`src/rtl/quadrature_pulse_speed_counter_macros.svh`:
```
// ----------------------------------------------------------------------------
// Quadrature pulse speed counter assertion macros
// Shared concurrent assertion forms, clocked on i_clk, off during reset.
// ----------------------------------------------------------------------------
`ifndef QUADRATURE_PULSE_SPEED_COUNTER_MACROS_SVH
`define QUADRATURE_PULSE_SPEED_COUNTER_MACROS_SVH

// check a condition on every clock edge
`define QPSC_ASSERT_ALWAYS(lbl, cond, msg) \
    lbl: assert property (@(posedge i_clk) disable iff (!i_rst_n) (cond)) \
        else $error(msg);

// check a consequent in the same cycle as its antecedent
`define QPSC_ASSERT_SAME(lbl, ante, cons, msg) \
    lbl: assert property (@(posedge i_clk) disable iff (!i_rst_n) (ante) |-> (cons)) \
        else $error(msg);

// check a consequent in the cycle after its antecedent
`define QPSC_ASSERT_NEXT(lbl, ante, cons, msg) \
    lbl: assert property (@(posedge i_clk) disable iff (!i_rst_n) (ante) |=> (cons)) \
        else $error(msg);

`endif

```
`src/rtl/qpsc_pkg.sv`:
```
// ----------------------------------------------------------------------------
// Quadrature pulse speed counter package
// Shared widths, codes and the result bundle.
// ----------------------------------------------------------------------------
package qpsc_pkg;

    localparam int COUNT_BITS = 32;
    localparam int WIN_W      = 16;
    localparam int OUT_W      = 32;
    localparam int DATA_W     = 32;
    localparam int ADDR_W     = 3;

    localparam logic [WIN_W-1:0] WINDOW_RESET = WIN_W'(500);

    typedef enum logic [0:0] {
        REG_WINDOW = 1'b0
    } t_reg_idx;

    typedef enum logic [1:0] {
        DIR_UNKNOWN = 2'd0,
        DIR_FWD     = 2'd1,
        DIR_REV     = 2'd2
    } t_dir;

    typedef struct packed {
        logic [OUT_W-1:0]        pulse_total;
        t_dir                    rotation;
        logic signed [OUT_W-1:0] pulse_rate;
    } t_result;

endpackage

```
`src/rtl/qpsc_core.sv`:
```
// ----------------------------------------------------------------------------
// Quadrature pulse speed counter core
// Holds the encoder tracking state and computes the result of one tick.
// ----------------------------------------------------------------------------
module qpsc_core (
    input  logic                     i_clk,
    input  logic                     i_rst_n,
    input  logic                     i_fire,
    input  logic                     i_chan_a,
    input  logic                     i_chan_b,
    input  logic [qpsc_pkg::WIN_W-1:0] i_window_ticks,
    output qpsc_pkg::t_result        o_next
);
    import qpsc_pkg::*;

    logic                  r_prev_a;
    logic                  r_prev_b;
    logic                  r_primed;
    t_dir                  r_dir;
    t_dir                  r_dir_rem;
    logic [COUNT_BITS-1:0] r_cnt;
    logic [WIN_W-1:0]      r_tick;
    logic [COUNT_BITS-1:0] r_wstart;
    logic [COUNT_BITS-1:0] r_rate;

    t_dir                  n_dir;
    t_dir                  n_dir_rem;
    logic [COUNT_BITS-1:0] n_cnt;
    logic [WIN_W-1:0]      n_tick;
    logic [COUNT_BITS-1:0] n_wstart;
    logic [COUNT_BITS-1:0] n_rate;
    logic [WIN_W-1:0]      tick_inc;
    logic                  changed;

    always_comb begin
        n_dir     = r_dir;
        n_dir_rem = r_dir_rem;
        n_cnt     = r_cnt;
        n_tick    = r_tick;
        n_wstart  = r_wstart;
        n_rate    = r_rate;
        changed   = (i_chan_a != r_prev_a) || (i_chan_b != r_prev_b);
        tick_inc  = r_tick + WIN_W'(1);
        if (r_primed) begin
            if (changed) begin
                n_cnt = r_cnt + COUNT_BITS'(1);
            end
            if (r_prev_a == r_prev_b) begin
                if (!r_prev_a && i_chan_a) begin
                    n_dir = DIR_FWD;
                end else if (!r_prev_b && i_chan_b) begin
                    n_dir = DIR_REV;
                end
            end else if (r_dir != r_dir_rem) begin
                n_cnt     = '0;
                n_dir_rem = r_dir;
            end
            n_tick = tick_inc;
            if (tick_inc >= i_window_ticks) begin
                n_tick   = '0;
                n_rate   = n_cnt - r_wstart;
                n_wstart = n_cnt;
            end
        end
    end

    always_ff @(posedge i_clk) begin
        if (!i_rst_n) begin
            r_prev_a  <= 1'b0;
            r_prev_b  <= 1'b0;
            r_primed  <= 1'b0;
            r_dir     <= DIR_UNKNOWN;
            r_dir_rem <= DIR_UNKNOWN;
            r_cnt     <= '0;
            r_tick    <= '0;
            r_wstart  <= '0;
            r_rate    <= '0;
        end else if (i_fire) begin
            r_prev_a  <= i_chan_a;
            r_prev_b  <= i_chan_b;
            r_primed  <= 1'b1;
            r_dir     <= n_dir;
            r_dir_rem <= n_dir_rem;
            r_cnt     <= n_cnt;
            r_tick    <= n_tick;
            r_wstart  <= n_wstart;
            r_rate    <= n_rate;
        end
    end

    assign o_next.pulse_total = OUT_W'(n_cnt);
    assign o_next.rotation    = n_dir;
    assign o_next.pulse_rate  = OUT_W'(n_rate);

`include "quadrature_pulse_speed_counter_macros.svh"

    `QPSC_ASSERT_NEXT(a_cnt_step, i_fire, (r_cnt == $past(r_cnt)) || (r_cnt == $past(r_cnt) + COUNT_BITS'(1)) || (r_cnt == '0), "pulse count moved by more than one")
    `QPSC_ASSERT_NEXT(a_hold_idle, !i_fire, $stable(r_cnt) && $stable(r_tick) && $stable(r_dir), "state changed without a tick")
    `QPSC_ASSERT_SAME(a_rem_clears, r_dir_rem != $past(r_dir_rem), r_cnt == '0, "direction remembered without clearing the count")

endmodule

```
`src/rtl/quadrature_pulse_speed_counter.sv`:
```
// ----------------------------------------------------------------------------
// Quadrature pulse speed counter
// Counts encoder edges, tracks direction and measures pulses per window.
//
//   channel  direction  signals
//   in       sink       i_in_valid, o_in_stall, i_chan_a, i_chan_b
//   out      source     o_out_valid, i_out_stall, o_pulse_total, o_rotation,
//                       o_pulse_rate
//   cfg      APB slave  psel, penable, pwrite, paddr, pwdata, prdata, pready
//
// One tick per cycle unless an output stall holds the input; a tick passes
// one input register and then one result register around the core.
// Reset is synchronous; window_ticks resets to 500.
// An output stall holds the result register and stalls input once it is full.
// ----------------------------------------------------------------------------
module quadrature_pulse_speed_counter (
    input  logic                        i_clk,
    input  logic                        i_rst_n,
    input  logic                        i_in_valid,
    output logic                        o_in_stall,
    input  logic                        i_chan_a,
    input  logic                        i_chan_b,
    output logic                        o_out_valid,
    input  logic                        i_out_stall,
    output logic [qpsc_pkg::OUT_W-1:0]  o_pulse_total,
    output logic [1:0]                  o_rotation,
    output logic signed [qpsc_pkg::OUT_W-1:0] o_pulse_rate,
    input  logic                        psel,
    input  logic                        penable,
    input  logic                        pwrite,
    input  logic [qpsc_pkg::ADDR_W-1:0] paddr,
    input  logic [qpsc_pkg::DATA_W-1:0] pwdata,
    output logic [qpsc_pkg::DATA_W-1:0] prdata,
    output logic                        pready
);
    import qpsc_pkg::*;

    logic [WIN_W-1:0] r_window_ticks;
    logic             r_in_valid;
    logic             r_in_a;
    logic             r_in_b;
    logic             r_out_valid;
    t_result          r_result;
    t_result          next_result;
    logic             advance;
    logic             fire;
    t_reg_idx         reg_idx;

    assign reg_idx  = t_reg_idx'(paddr[ADDR_W-1]);
    assign pready   = 1'b1;

    always_comb begin
        prdata = '0;
        unique case (reg_idx)
            REG_WINDOW: prdata = DATA_W'(r_window_ticks);
            default:    prdata = '0;
        endcase
    end

    always_ff @(posedge i_clk) begin
        if (!i_rst_n) begin
            r_window_ticks <= WINDOW_RESET;
        end else if (psel && penable && pwrite && reg_idx == REG_WINDOW) begin
            r_window_ticks <= pwdata[WIN_W-1:0];
        end
    end

    assign advance    = !r_out_valid || !i_out_stall;
    assign fire       = r_in_valid && advance;
    assign o_in_stall = r_in_valid && !advance;

    always_ff @(posedge i_clk) begin
        if (!i_rst_n) begin
            r_in_valid <= 1'b0;
        end else if (!o_in_stall) begin
            r_in_valid <= i_in_valid;
        end
    end

    always_ff @(posedge i_clk) begin
        if (!o_in_stall && i_in_valid) begin
            r_in_a <= i_chan_a;
            r_in_b <= i_chan_b;
        end
    end

    qpsc_core u_core (
        .i_clk          (i_clk),
        .i_rst_n        (i_rst_n),
        .i_fire         (fire),
        .i_chan_a       (r_in_a),
        .i_chan_b       (r_in_b),
        .i_window_ticks (r_window_ticks),
        .o_next         (next_result)
    );

    always_ff @(posedge i_clk) begin
        if (!i_rst_n) begin
            r_out_valid <= 1'b0;
        end else if (advance) begin
            r_out_valid <= r_in_valid;
        end
    end

    always_ff @(posedge i_clk) begin
        if (fire) begin
            r_result <= next_result;
        end
    end

    assign o_out_valid   = r_out_valid;
    assign o_pulse_total = r_result.pulse_total;
    assign o_rotation    = r_result.rotation;
    assign o_pulse_rate  = r_result.pulse_rate;

`include "quadrature_pulse_speed_counter_macros.svh"

    `QPSC_ASSERT_ALWAYS(a_stall_full, !o_in_stall || r_in_valid, "input stalled while empty")
    `QPSC_ASSERT_NEXT(a_fire_out, fire, r_out_valid, "processed tick did not reach the output")
    `QPSC_ASSERT_NEXT(a_hold_in, o_in_stall, r_in_valid && $stable(r_in_a) && $stable(r_in_b), "held tick was lost")

endmodule

```
`config.mk`:
```
export PLATFORM = sky130hd
export DESIGN_NAME = quadrature_pulse_speed_counter
export DESIGN_NICKNAME = d
export VERILOG_FILES = /design/src/rtl/qpsc_pkg.sv /design/src/rtl/qpsc_core.sv /design/src/rtl/quadrature_pulse_speed_counter.sv
export VERILOG_INCLUDE_DIRS = /design/src /design/src/rtl
export SDC_FILE = /design/constraint.sdc
export NUM_CORES = 1
export LEC_CHECK = 0
export CORE_MARGIN = 2
export CORE_UTILIZATION = 69
export CTS_CLUSTER_DIAMETER = 60
export DETAILED_ROUTE_END_ITERATION = 16
export DONT_BUFFER_PORTS = 1
export PLACE_DENSITY = 0.87
export RECOVER_POWER = 25
export SYNTH_ARGS = -nofsm -noshare
export SYNTH_HDL_FRONTEND = slang
export SYNTH_SLANG_ARGS = --single-unit
export TNS_END_PERCENT = 20
```
`constraint.sdc`:
```
create_clock -name i_clk -period 9.9 [get_ports i_clk]
set_input_delay 0.99 -clock i_clk [delete_from_list [all_inputs] [get_ports i_clk]]
set_output_delay 0.99 -clock i_clk [all_outputs]
set_load 0.05 [all_outputs]
```
Word-level counts from Yosys, hierarchy flattened --
Index checks and enable logic that the tools add are counted.
Storage, ports and cells: latch bits 0, output and inout bits 101, word-level logic and storage cells 59, input port bits 44, memories kept 0, ROM bits 0, register bits 205, bits in writable memories 0
Operators by class: add/sub/neg operators 3, magnitude comparators 1, div/mod/pow operators 0, shift operators 0, multipliers 0, reduce and logical (&&, ||, !) cells 19, mux-type cells 13, eq/ne operators 4, bitwise logic cells 2
Operators by type and width (count):
- $mux W32 | 7
- $add A32 B1 Y32 const B | 1
- $mux W16 | 2
- $sub A32 B32 Y32 | 1
- $add A16 B1 Y16 const B | 1
- $ge A16 B16 Y1 | 1
- $logic_and A1 B1 Y1 | 8
- $mux W2 | 4
- $logic_not A1 Y1 | 6
- $reduce_and A4 Y1 | 1
- $reduce_and A3 Y1 | 1
- $logic_or A1 B1 Y1 | 2
- $ne A1 B1 Y1 | 2
- $ne A2 B2 Y1 | 1
- $not A1 Y1 | 2
- $reduce_and A2 Y1 | 1
- $eq A1 B1 Y1 | 1

Logic depth before layout (Yosys ltp) --
Gate-level depths: netlist of the first run.
depth in word-level cells 9, gate-level depth with buffers 19, depth with buffers taken out 17

Hierarchy --
A second synthesis of the first run with hierarchy kept.
Second synthesis, totals: cell total of the unflattened synthesis 1325, area total of the unflattened synthesis 11383.4 sq um
Modules (own cells, without submodules):
- qpsc_core | cells an instance 1143, area each 8325.5 sq um, instances 1
- quadrature_pulse_speed_counter | cells an instance 182, area each 3057.9 sq um, instances 1

Least setup slack after synthesis of the first run --
No wires, ideal clock.
path type input port to flip-flop, start in i_out_stall, end reg u_core.r_wstart[26], buffers on the path 4, arrival time 4616 ps, stages on the path 9, setup slack 5214 ps, cell sequence a21boi_0 -> buf_1 -> and2_1 -> and2_1 -> clkbuf_1 -> clkbuf_1 -> clkbuf_1 -> nand2_1 -> a21oi_1
Between the ends: longest elaborated chain between the ends 4
Ends and longest elaborated chain:
- from (decl) | RTL line quadrature_pulse_speed_counter.sv:24 | input logic i_out_stall,
- $logic_not A1 Y1 | RTL line quadrature_pulse_speed_counter.sv:68 | assign advance = !r_out_valid || !i_out_stall;
- $logic_or A1 B1 Y1 | RTL line quadrature_pulse_speed_counter.sv:68
- $logic_and A1 B1 Y1 | RTL line quadrature_pulse_speed_counter.sv:69 | assign fire = r_in_valid && advance;
- named net fire | RTL line quadrature_pulse_speed_counter.sv:46 | logic fire;
- $reduce_and A3 Y1 (no source line)
- to (signal assigned) | RTL line qpsc_core.sv:86 | r_wstart <= n_wstart;
- to (decl) | RTL line qpsc_core.sv:23 | logic [COUNT_BITS-1:0] r_wstart;
The timed path passes the listed nets, and every way through them passes these cells. A chain may end at the register's enable or synchronous reset.

Final worst setup path of the first run --
start reg r_out_valid, in the netlist o_out_valid, end reg u_core.r_rate[29]
Between the ends: longest elaborated chain between the ends 3
Ends and longest elaborated chain:
- from (decl) | RTL line quadrature_pulse_speed_counter.sv:42 | logic r_out_valid;
- from (signal assigned) | RTL line quadrature_pulse_speed_counter.sv:101 | r_out_valid <= r_in_valid;
- $logic_not A1 Y1 | RTL line quadrature_pulse_speed_counter.sv:68
- $logic_or A1 B1 Y1 | RTL line quadrature_pulse_speed_counter.sv:68
- $logic_and A1 B1 Y1 | RTL line quadrature_pulse_speed_counter.sv:69
- to (signal assigned) | RTL line qpsc_core.sv:87 | r_rate <= n_rate;
- to (decl) | RTL line qpsc_core.sv:24 | logic [COUNT_BITS-1:0] r_rate;
No other way between the ends.

==> qor.yml, run 1 <==
status:
  status: "complete, but fails checks"
  failed_checks: "capacitance limit, slew limit"
global_routing:
  grt_pass1_vias: 8852
  grt_first_pass_wirelength_um: 42200
  grt_overflow: 0
  grt_util_all_layers_pct: 28.9
  antenna_found_initial: 0
  grt_max_degree: 76
final_layout:
  num-fill-cells: 1158
  area_growth_pct: 6.24
  diodes: 0
  final_nets: 1426
  mostFrequentLayoutCells: "nand2_1, a21oi_1, dfxtp_1"
  layout_commonest_cell: "nand2_1"
  drive_gt1_share_pct: 6.25
  utilization_pct: 75.3
place:
  dp_hpwl_um: 17100
  gp_congestion: 0.899
  place_ws_ns: 5.20
  io_buffers: 0
worst_setup_path:
  r2r_slack_ns: 4.53
  r2r-start: "o_out_valid$_SDFFE_PN0N_"
  reg2reg_to: "u_core.r_rate[29]$_SDFFE_PN0P_"
  r2r_cells: 8
  cp-start-kind: "flip-flop"
  crit_type: "flip-flop to flip-flop"
  required_ns: 10.35
  crit_fanout: 75
  crit_arrival_ns: 5.82
  cp-end-kind: "flip-flop"
pwr:
  power_density_mw_per_mm2: 153
  power.total_mw: 1.83
  ir_worst_vdd_uv: 149
  leakage_nw: 4.55
hold_path:
  hold_class: "flip-flop to flip-flop"
  holdCritStartpoint: "u_core.r_wstart[15]$_SDFFE_PN0P_"
  hold_path_depth: 2
  hold_end: "u_core.r_wstart[15]$_SDFFE_PN0P_"
sta:
  fin_ws_ns: 4.53
  fmax_ghz: 0.186
  worstMarginPinSlew_ns: 4.09
  slew-limit-headroom_pct: -173
  fin_crit_ns: 5.37
  setup_tns_ns: 0
  skew_ns: 0.0109
  drv_slew: 120
  setup_violations: 0
  min_period_over_period_pct: 54.2
  rsz0062_at_grt: "no"
  hold_viol_final: 0
route:
  vias_per_cell: 6.12
  drtAntennaViolNets: 0
  vias: 9552
  dr.pass1.iters: 5
  drc: 0
  first_iter_violations: 879
  routedWlPerCell_um: 16.8
  routed_wl_um: 26200
clock_tree:
  htreeDepth: 1
  cts_tree: "built"
  post_cts_buffers: 0
  numCtsBuffers: 22
  root_buffer: "clkbuf_16"
  cts_hold_buf: 0
  clk_pin_slew_ns: 0.06
  cts_resized: 0
  clk_latency_ns: 0.51
  clock-sinks: 205
  clockBufferDepth: 3
yosys:
  yosys-top-cells-area: "dfxtp_1, edfxtp_1, nand2_1, a21oi_1, ha_1"
  seq_area_frac_synth_pct: 42.3
  avgSynthCellArea_um2: 8.21
  synth_area_leader_cell: "dfxtp_1"
  synthFlopType: "dfxtp_1"
  synth_cell_type_count: 66
  yosys_warnings: 0
  synth_edf_count: 68
  syn_inst: 1377
  synth_seq_cells: 205
  synthArstFlopShare_pct: 0
  yosysTopAreaCellShare_pct: 24.3
  netlist_area_mm2: 0.0113
die:
  die_w_um: 132
  core_mm2: 0.0159
  row_count: 46
  dieHeight_um: 132
  io_pins: 145
  start_util_pct: 70.9
  dieArea_mm2: 0.0174
flow_run:
  maxCapViolations: 2
## worst max-delay path by stage
stage	start	to
after floorplan	i_out_stall	u_core.r_wstart[26]$_SDFFE_PN0P_
after global placement	r_in_a$_DFFE_PP_	o_pulse_rate[31]$_DFFE_PP_
after detailed placement	r_in_b$_DFFE_PP_	o_pulse_rate[31]$_DFFE_PP_
after CTS	r_in_b$_DFFE_PP_	o_pulse_rate[31]$_DFFE_PP_
after global routing	o_out_valid$_SDFFE_PN0N_	u_core.r_rate[29]$_SDFFE_PN0P_
final	o_out_valid$_SDFFE_PN0N_	u_core.r_rate[29]$_SDFFE_PN0P_
## logic make-up after synthesis
| logic type | synth area share (%) |
|---|---|
| simple gates | 21.4 |
| buf+inv | 6.10 |
| mux | 3.33 |
| compound gates | 15.6 |
| xor+xnor | 5.34 |
| other cells | 0.0664 |
| fa+ha+maj | 5.82 |
| flops | 42.3 |
## synth_stat cells, types with 19 or more instances
| cell | number |
|---|---|
| a21oi_1 | 152 |
| o21ai_0 | 56 |
| o211ai_1 | 19 |
| nand3_1 | 39 |
| nand4_1 | 20 |
| clkbuf_1 | 64 |
| ha_1 | 51 |
| nor2_1 | 103 |
| edfxtp_1 | 68 |
| xor2_1 | 28 |
| inv_1 | 65 |
| nand2_1 | 308 |
| mux2_2 | 29 |
| xnor2_1 | 41 |
| dfxtp_1 | 137 |
## power breakdown
group	leakage, nW	total (mW)	internal (mW)	switching (mW)
Sequential	1.74	0.933	0.886	0.0473
Combinational	2.45	0.0743	0.0140	0.0603
Clock	0.359	0.825	0.498	0.327
## critical path, stage by stage, from the launching register on
cell	delay, ns
dfxtp_1	0.51
a21boi_4	0.20
clkbuf_1	2.86
and2_1	0.44
and2_2	0.16
buf_4	0.56
nand3_1	0.13
or3_1	0.32
nand3_1	0.08
## flip-flops by register name (all words and copies together), names as in the netlist, 2 cells and up
| name | flops |
|---|---|
| o_pulse_rate | 32 |
| u_core.r_dir_rem | 2 |
| u_core.r_dir | 2 |
| o_pulse_total | 32 |
| o_rotation | 2 |
| u_core.r_cnt | 32 |
| u_core.r_rate | 32 |
| u_core.r_tick | 16 |
| u_core.r_wstart | 32 |
| r_window_ticks | 16 |
## final cells by class
cell class | instances | area, um^2 | area share (%)
multi-input combinational | 1024 | 5910 | 49.2
sequential | 205 | 4780 | 39.8
clock buffer | 25 | 583 | 4.85
tap | 216 | 270 | 2.25
inverter | 65 | 245 | 2.04
clock inverter | 14 | 139 | 1.16
timing repair buffer | 12 | 82.6 | 0.687
## layer usage
layer / vias to the layer above / track usage [%] / part of all wire [%]
met3: 61 / 4.61 / 6.2
met2: 370 / 48.7 / 47
met5: - / 0 / 0
met4: 0 / 11.4 / 3.6
li1: 4602 / - / -
met1: 4519 / 37.6 / 43
## stage by stage
stage	instances	hold slack (ns)	cell area, um^2
5_1_grt	1561	0.470	12000
6_report	1561	0.453	12000
3_5_place_dp	1522	0.446	11300
4_1_cts	1561	0.454	12000
3_3_place_gp	1522	0.438	11300
2_1_floorplan	1392	0.430	11400
Note: power is estimated with default switching activity, not from simulation.
==> run 2, diff against run 1 <==
Settings changed: CORE_UTILIZATION 69 to 64, PLACE_DENSITY 0.87 to 0.82.
Clock period 9.9 ns to 5.5 ns, I/O delays scaled along.
==> qor.yml, run 2 (synthesized netlist as in run 1, its figures left out) <==
status:
  status: "complete, but fails checks"  # unchanged
  failed_checks: "capacitance limit, slew limit"  # unchanged
route:
  vias_per_cell: 5.92  # was 6.12
  dr.pass1.iters: 5  # unchanged
  routedWlPerCell_um: 16.3  # was 16.8 um
  vias: 9307  # was 9552
  drc: 0  # unchanged
  drtAntennaViolNets: 0  # unchanged
  routed_wl_um: 25700  # was 26200 um
  first_iter_violations: 859  # was 879
sta:
  worstMarginPinSlew_ns: 3.48  # was 4.09 ns
  slew-limit-headroom_pct: -132  # was -173%
  hold_viol_final: 0  # unchanged
  min_period_over_period_pct: 84.0  # was 54.2%
  fin_crit_ns: 4.62  # was 5.37 ns
  fin_ws_ns: 0.879  # was 4.53 ns
  setup_violations: 0  # unchanged
  drv_slew: 177  # was 120
  rsz0062_at_grt: "no"  # unchanged
  hold_slack_ns: 0.140  # was 0.453 ns
  setup_tns_ns: 0  # unchanged
  fmax_ghz: 0.216  # was 0.186 GHz
  skew_ns: 0.0102  # was 0.0109 ns
pwr:
  leakage_nw: 4.56  # was 4.55 nW
  power_density_mw_per_mm2: 281  # was 153 mW/mm^2
  ir_worst_vdd_uv: 282  # was 149 uV
  power.total_mw: 3.40  # was 1.83 mW
clock_tree:
  post_cts_buffers: 0  # unchanged
  root_buffer: "clkbuf_16"  # unchanged
  clk_pin_slew_ns: 0.06  # about the same
  clockBufferDepth: 3  # unchanged
  cts_tree: "built"  # unchanged
  clk_latency_ns: 0.50  # was 0.51 ns
  cts_resized: 0  # unchanged
  numCtsBuffers: 22  # unchanged
  cts_hold_buf: 0  # unchanged
  clock-sinks: 205  # unchanged
  htreeDepth: 1  # unchanged
worst_setup_path:
  critPathSlowestCell: "a222oi_1"  # was clkbuf_1
  cp_top_family: "simple AND/OR/NAND/NOR gates"  # was buffers and inverters
  crit_type: "flip-flop to flip-flop"  # unchanged
  crit_arrival_ns: 4.86  # was 5.82 ns
  crit_chain: "ha_1 -> nand2_1 -> and4_1 -> nand4_1 -> or3_1 -> a21oi_1 -> ha_1 -> and3_1 -> a222oi_1 -> a22oi_1 -> xnor2_1 -> o21ai_0"  # was a21boi_4 -> clkbuf_1 -> and2_1 -> and2_2 -> buf_4 -> nand3_1 -> or3_1 -> nand3_1
  r2r_slack_ns: 0.88  # was 4.53 ns
  cp-start-kind: "flip-flop"  # unchanged
  crit_buf_inv: 0  # was 2
  cp-end-kind: "flip-flop"  # unchanged
  cpMostUsedCell: "ha_1"  # was nand3_1
  crit_fanout: 10  # was 75
  required_ns: 5.74  # was 10.35 ns
  cp_slowest_stage_delay_ns: 0.66  # was 2.86 ns
global_routing:
  grt_overflow: 0  # unchanged
  grt_util_all_layers_pct: 26.6  # was 28.9%
  antenna_found_initial: 0  # unchanged
  grt_first_pass_wirelength_um: 40700  # was 42200 um
  grt_max_degree: 78  # was 76
  grt_pass1_vias: 8176  # was 8852
final_layout:
  layout_commonest_cell: "nand2_1"  # unchanged
  final_nets: 1427  # was 1426
  fin_area_mm2: 0.0121  # was 0.0120 mm^2
  area_growth_pct: 6.89  # was 6.24%
  mostFrequentLayoutCells: "nand2_1, a21oi_1, dfxtp_1"  # unchanged
  drive_gt1_share_pct: 6.24  # was 6.25%
  diodes: 0  # unchanged
flow_run:
  maxCapViolations: 3  # was 2
die:
  dieHeight_um: 137  # was 132 um
  start_util_pct: 65.4  # was 70.9%
  die_w_um: 137  # was 132 um
  row_count: 48  # was 46
  core_mm2: 0.0173  # was 0.0159 mm^2
  io_pins: 145  # unchanged
  dieArea_mm2: 0.0187  # was 0.0174 mm^2
place:
  io_buffers: 0  # unchanged
  placed_area_mm2: 0.0113  # about the same
  gp_congestion: 0.901  # was 0.899
  dp_hpwl_um: 17300  # was 17100 um
  place_ws_ns: 0.974  # was 5.20 ns
hold_path:
  hold_class: "primary input to flip-flop"  # was flip-flop to flip-flop
## run 2: final timing paths
path,from,endpoint,depth (start not counted)
worst min-delay path,i_rst_n,r_window_ticks[8]$_SDFFE_PN1P_,1
worst max register to register,r_in_a$_DFFE_PP_,o_pulse_rate[27]$_DFFE_PP_,12
worst min register to register,u_core.r_wstart[4]$_SDFFE_PN0P_,u_core.r_wstart[4]$_SDFFE_PN0P_,2
worst max-delay path,r_in_a$_DFFE_PP_,o_pulse_rate[27]$_DFFE_PP_,12
## run 2: power by group
part / internal [mW] / total, mW / switching [mW] / leakage [nW]
Sequential: 1.59 / 1.68 / 0.0852 / 1.74
Combinational: 0.0250 / 0.133 / 0.108 / 2.45
Clock: 0.998 / 1.59 / 0.590 / 0.374
Total: 2.61 / 3.40 / 0.784 / 4.56
## run 2: layout make-up
class                   count  area (um^2)
clock buffers              29          598
clock inverters            11          179
flip-flops and latches    205         4780
fillers                  1379         5210
multi-input cells        1024         5910
repair buffers             13         90.1
inverters                  65          245
well taps                 225          282
## run 2: worst reg2reg max path, stage by stage (launching register included)
cell and delay (ns):
edfxtp_1 0.40, ha_1 0.33, nand2_1 0.26, and4_1 0.37, nand4_1 0.41, or3_1 0.45
a21oi_1 0.33, ha_1 0.41, and3_1 0.22, a222oi_1 0.66, a22oi_1 0.24, xnor2_1 0.19
o21ai_0 0.09
## run 2: metal layers
layer / global-route usage [%] / wire length, um / vias up
li1: - / - / 4616
met1: 37.2 / 11900 / 4384
met2: 42.5 / 11700 / 257
met3: 4.00 / 1270 / 50
met4: 8.25 / 803 / 0
met5: 0 / 0 / -
## run 2: stage by stage
step	std cells	utilization, %
finish	1572	69.9
global route	1572	69.9
CTS	1572	69.9
detailed placement	1532	65.4
global placement	1532	65.4
floorplan	1392	-
==> run 3, diff against run 2 <==
Clock period 5.5 ns to 4.29 ns, I/O delays scaled along.
==> qor.yml, run 3 (synthesized netlist as in run 1, its figures left out) <==
die:
  die_w_um: 137  # unchanged
  row_count: 48  # unchanged
  io_pins: 145  # unchanged
  dieArea_mm2: 0.0187  # unchanged
  dieHeight_um: 137  # unchanged
  core_mm2: 0.0173  # unchanged
  start_util_pct: 65.4  # unchanged
clock_tree:
  clockBufferDepth: 3  # unchanged
  root_buffer: "clkbuf_16"  # unchanged
  clk_latency_ns: 0.51  # was 0.50 ns
  numCtsBuffers: 23  # was 22
  htreeDepth: 1  # unchanged
  clk_pin_slew_ns: 0.06  # about the same
  cts_tree: "built"  # unchanged
  clock-sinks: 205  # unchanged
sta:
  drv_slew: 98  # was 177
  setup_tns_ns: 0  # unchanged
  slew-limit-headroom_pct: -41.4  # was -132%
  fin_crit_ns: 4.09  # was 4.62 ns
  worstMarginPinSlew_ns: 2.12  # was 3.48 ns
  setup_violations: 0  # unchanged
  skew_ns: 0.0130  # was 0.0102 ns
  min_period_over_period_pct: 95.3  # was 84.0%
  rsz0062_at_grt: "yes"  # was no
  fin_ws_ns: 0.200  # was 0.879 ns
  fmax_ghz: 0.244  # was 0.216 GHz
  hold_viol_final: 0  # unchanged
place:
  io_buffers: 0  # unchanged
  place_ws_ns: 0.0380  # was 0.974 ns
  dp_hpwl_um: 18600  # was 17300 um
  placed_area_mm2: 0.0117  # was 0.0113 mm^2
  gp_congestion: 0.916  # was 0.901
  dp_cells: 1576  # was 1532
final_layout:
  area_growth_pct: 9.52  # was 6.89%
  layout_commonest_cell: "nand2_1"  # unchanged
  final_nets: 1473  # was 1427
  mostFrequentLayoutCells: "nand2_1, a21oi_1, dfxtp_1"  # unchanged
  fin_area_mm2: 0.0124  # was 0.0121 mm^2
  num-fill-cells: 1351  # was 1379
  diodes: 0  # unchanged
  drive_gt1_share_pct: 10.5  # was 6.24%
  fin_cells: 1618  # was 1572
worst_setup_path:
  cp-start-kind: "flip-flop"  # unchanged
  crit_fanout: 9  # was 10
  cp-end-kind: "flip-flop"  # unchanged
  crit_arrival_ns: 4.46  # was 4.86 ns
  crit_type: "flip-flop to flip-flop"  # unchanged
  required_ns: 4.66  # was 5.74 ns
route:
  routed_wl_um: 27000  # was 25700 um
  dr.pass1.iters: 6  # was 5
  vias: 9609  # was 9307
  drc: 0  # unchanged
  vias_per_cell: 5.94  # was 5.92
  routedWlPerCell_um: 16.7  # was 16.3 um
  first_iter_violations: 751  # was 859
  drtAntennaViolNets: 0  # unchanged
global_routing:
  grt_max_degree: 98  # was 78
  grt_first_pass_wirelength_um: 43100  # was 40700 um
  grt_util_all_layers_pct: 28.4  # was 26.6%
  grt_pass1_vias: 8792  # was 8176
  antenna_found_initial: 0  # unchanged
  grt_overflow: 0  # unchanged
status:
  status: "complete, but fails checks"  # unchanged
  failed_checks: "capacitance limit, slew limit"  # unchanged
pwr:
  power_density_mw_per_mm2: 332  # was 281 mW/mm^2
  leakage_nw: 4.75  # was 4.56 nW
  power.total_mw: 4.11  # was 3.40 mW
  ir_worst_vdd_uv: 373  # was 282 uV
hold_path:
  hold_class: "primary input to flip-flop"  # unchanged
flow_run:
  maxCapViolations: 1  # was 3
## run 3: routing by layer
| metal | part of all wire [%] | GRT usage, % | vias up |
|---|---|---|---|
| li1 | - | - | 4704 |
| met1 | 44 | 39.4 | 4525 |
| met2 | 47 | 45.4 | 325 |
| met3 | 6.8 | 4.22 | 55 |
| met4 | 2.8 | 9.34 | 0 |
| met5 | 0 | 0 | - |
## run 3: critical path: stages (launching register included)
cell      delay, ns
edfxtp_1       0.39
ha_1           0.33
nand2_1        0.12
and4_2         0.35
nand4_1        0.22
buf_4          0.22
or3_1          0.34
a21oi_2        0.25
ha_1           0.38
a21oi_1        0.18
o21ai_0        0.09
a21o_1         0.24
a211oi_1       0.25
o21bai_1       0.15
or3_1          0.38
nand3_1        0.09
## run 3: worst paths after layout
| kind | startpoint | end | slack [ns] | cells past startpoint |
|---|---|---|---|---|
| setup / recovery | r_in_a$_DFFE_PP_ | o_pulse_rate[29]$_DFFE_PP_ | 0.20 | 15 |
| hold / removal | i_rst_n | r_window_ticks[7]$_SDFFE_PN1P_ | 0.01 | 1 |
| setup reg to reg | r_in_a$_DFFE_PP_ | o_pulse_rate[29]$_DFFE_PP_ | 0.20 | 15 |
| hold reg to reg | u_core.r_wstart[17]$_SDFFE_PN0P_ | u_core.r_wstart[17]$_SDFFE_PN0P_ | 0.45 | 2 |
## run 3: where the power goes
part	switching (mW)	internal, mW	leakage, nW
sequential	0.109	2.04	1.74
combinational	0.141	0.0356	2.68
clock	0.777	1.00	0.333
## run 3: cell type report
type                    count  area [um^2]  area share [%]
flip-flops and latches    205         4780            38.6
well taps                 225          282            2.27
inverters                  65          245            1.98
clock buffers              27          601            4.85
clock inverters            14         77.6           0.626
multi-input cells        1024         5950            48.0
repair buffers             58          445            3.60
## run 3: stage by stage
stage               util, %  hold WS, ns
floorplan                 -        0.430
global placement       67.5        0.439
detailed placement     67.5        0.447
CTS                    71.4      0.00283
global route           71.6      0.00901
finish                 71.6       0.0130
## run 3: repair_timing
action | in CTS | in global routing
buffers inserted | 0 | 1
endpoints found under the setup margin | 0 | 17
gates resized for setup | 0 | 14
hold endpoints to repair | 0 | 0
hold buffers | 0 | 0
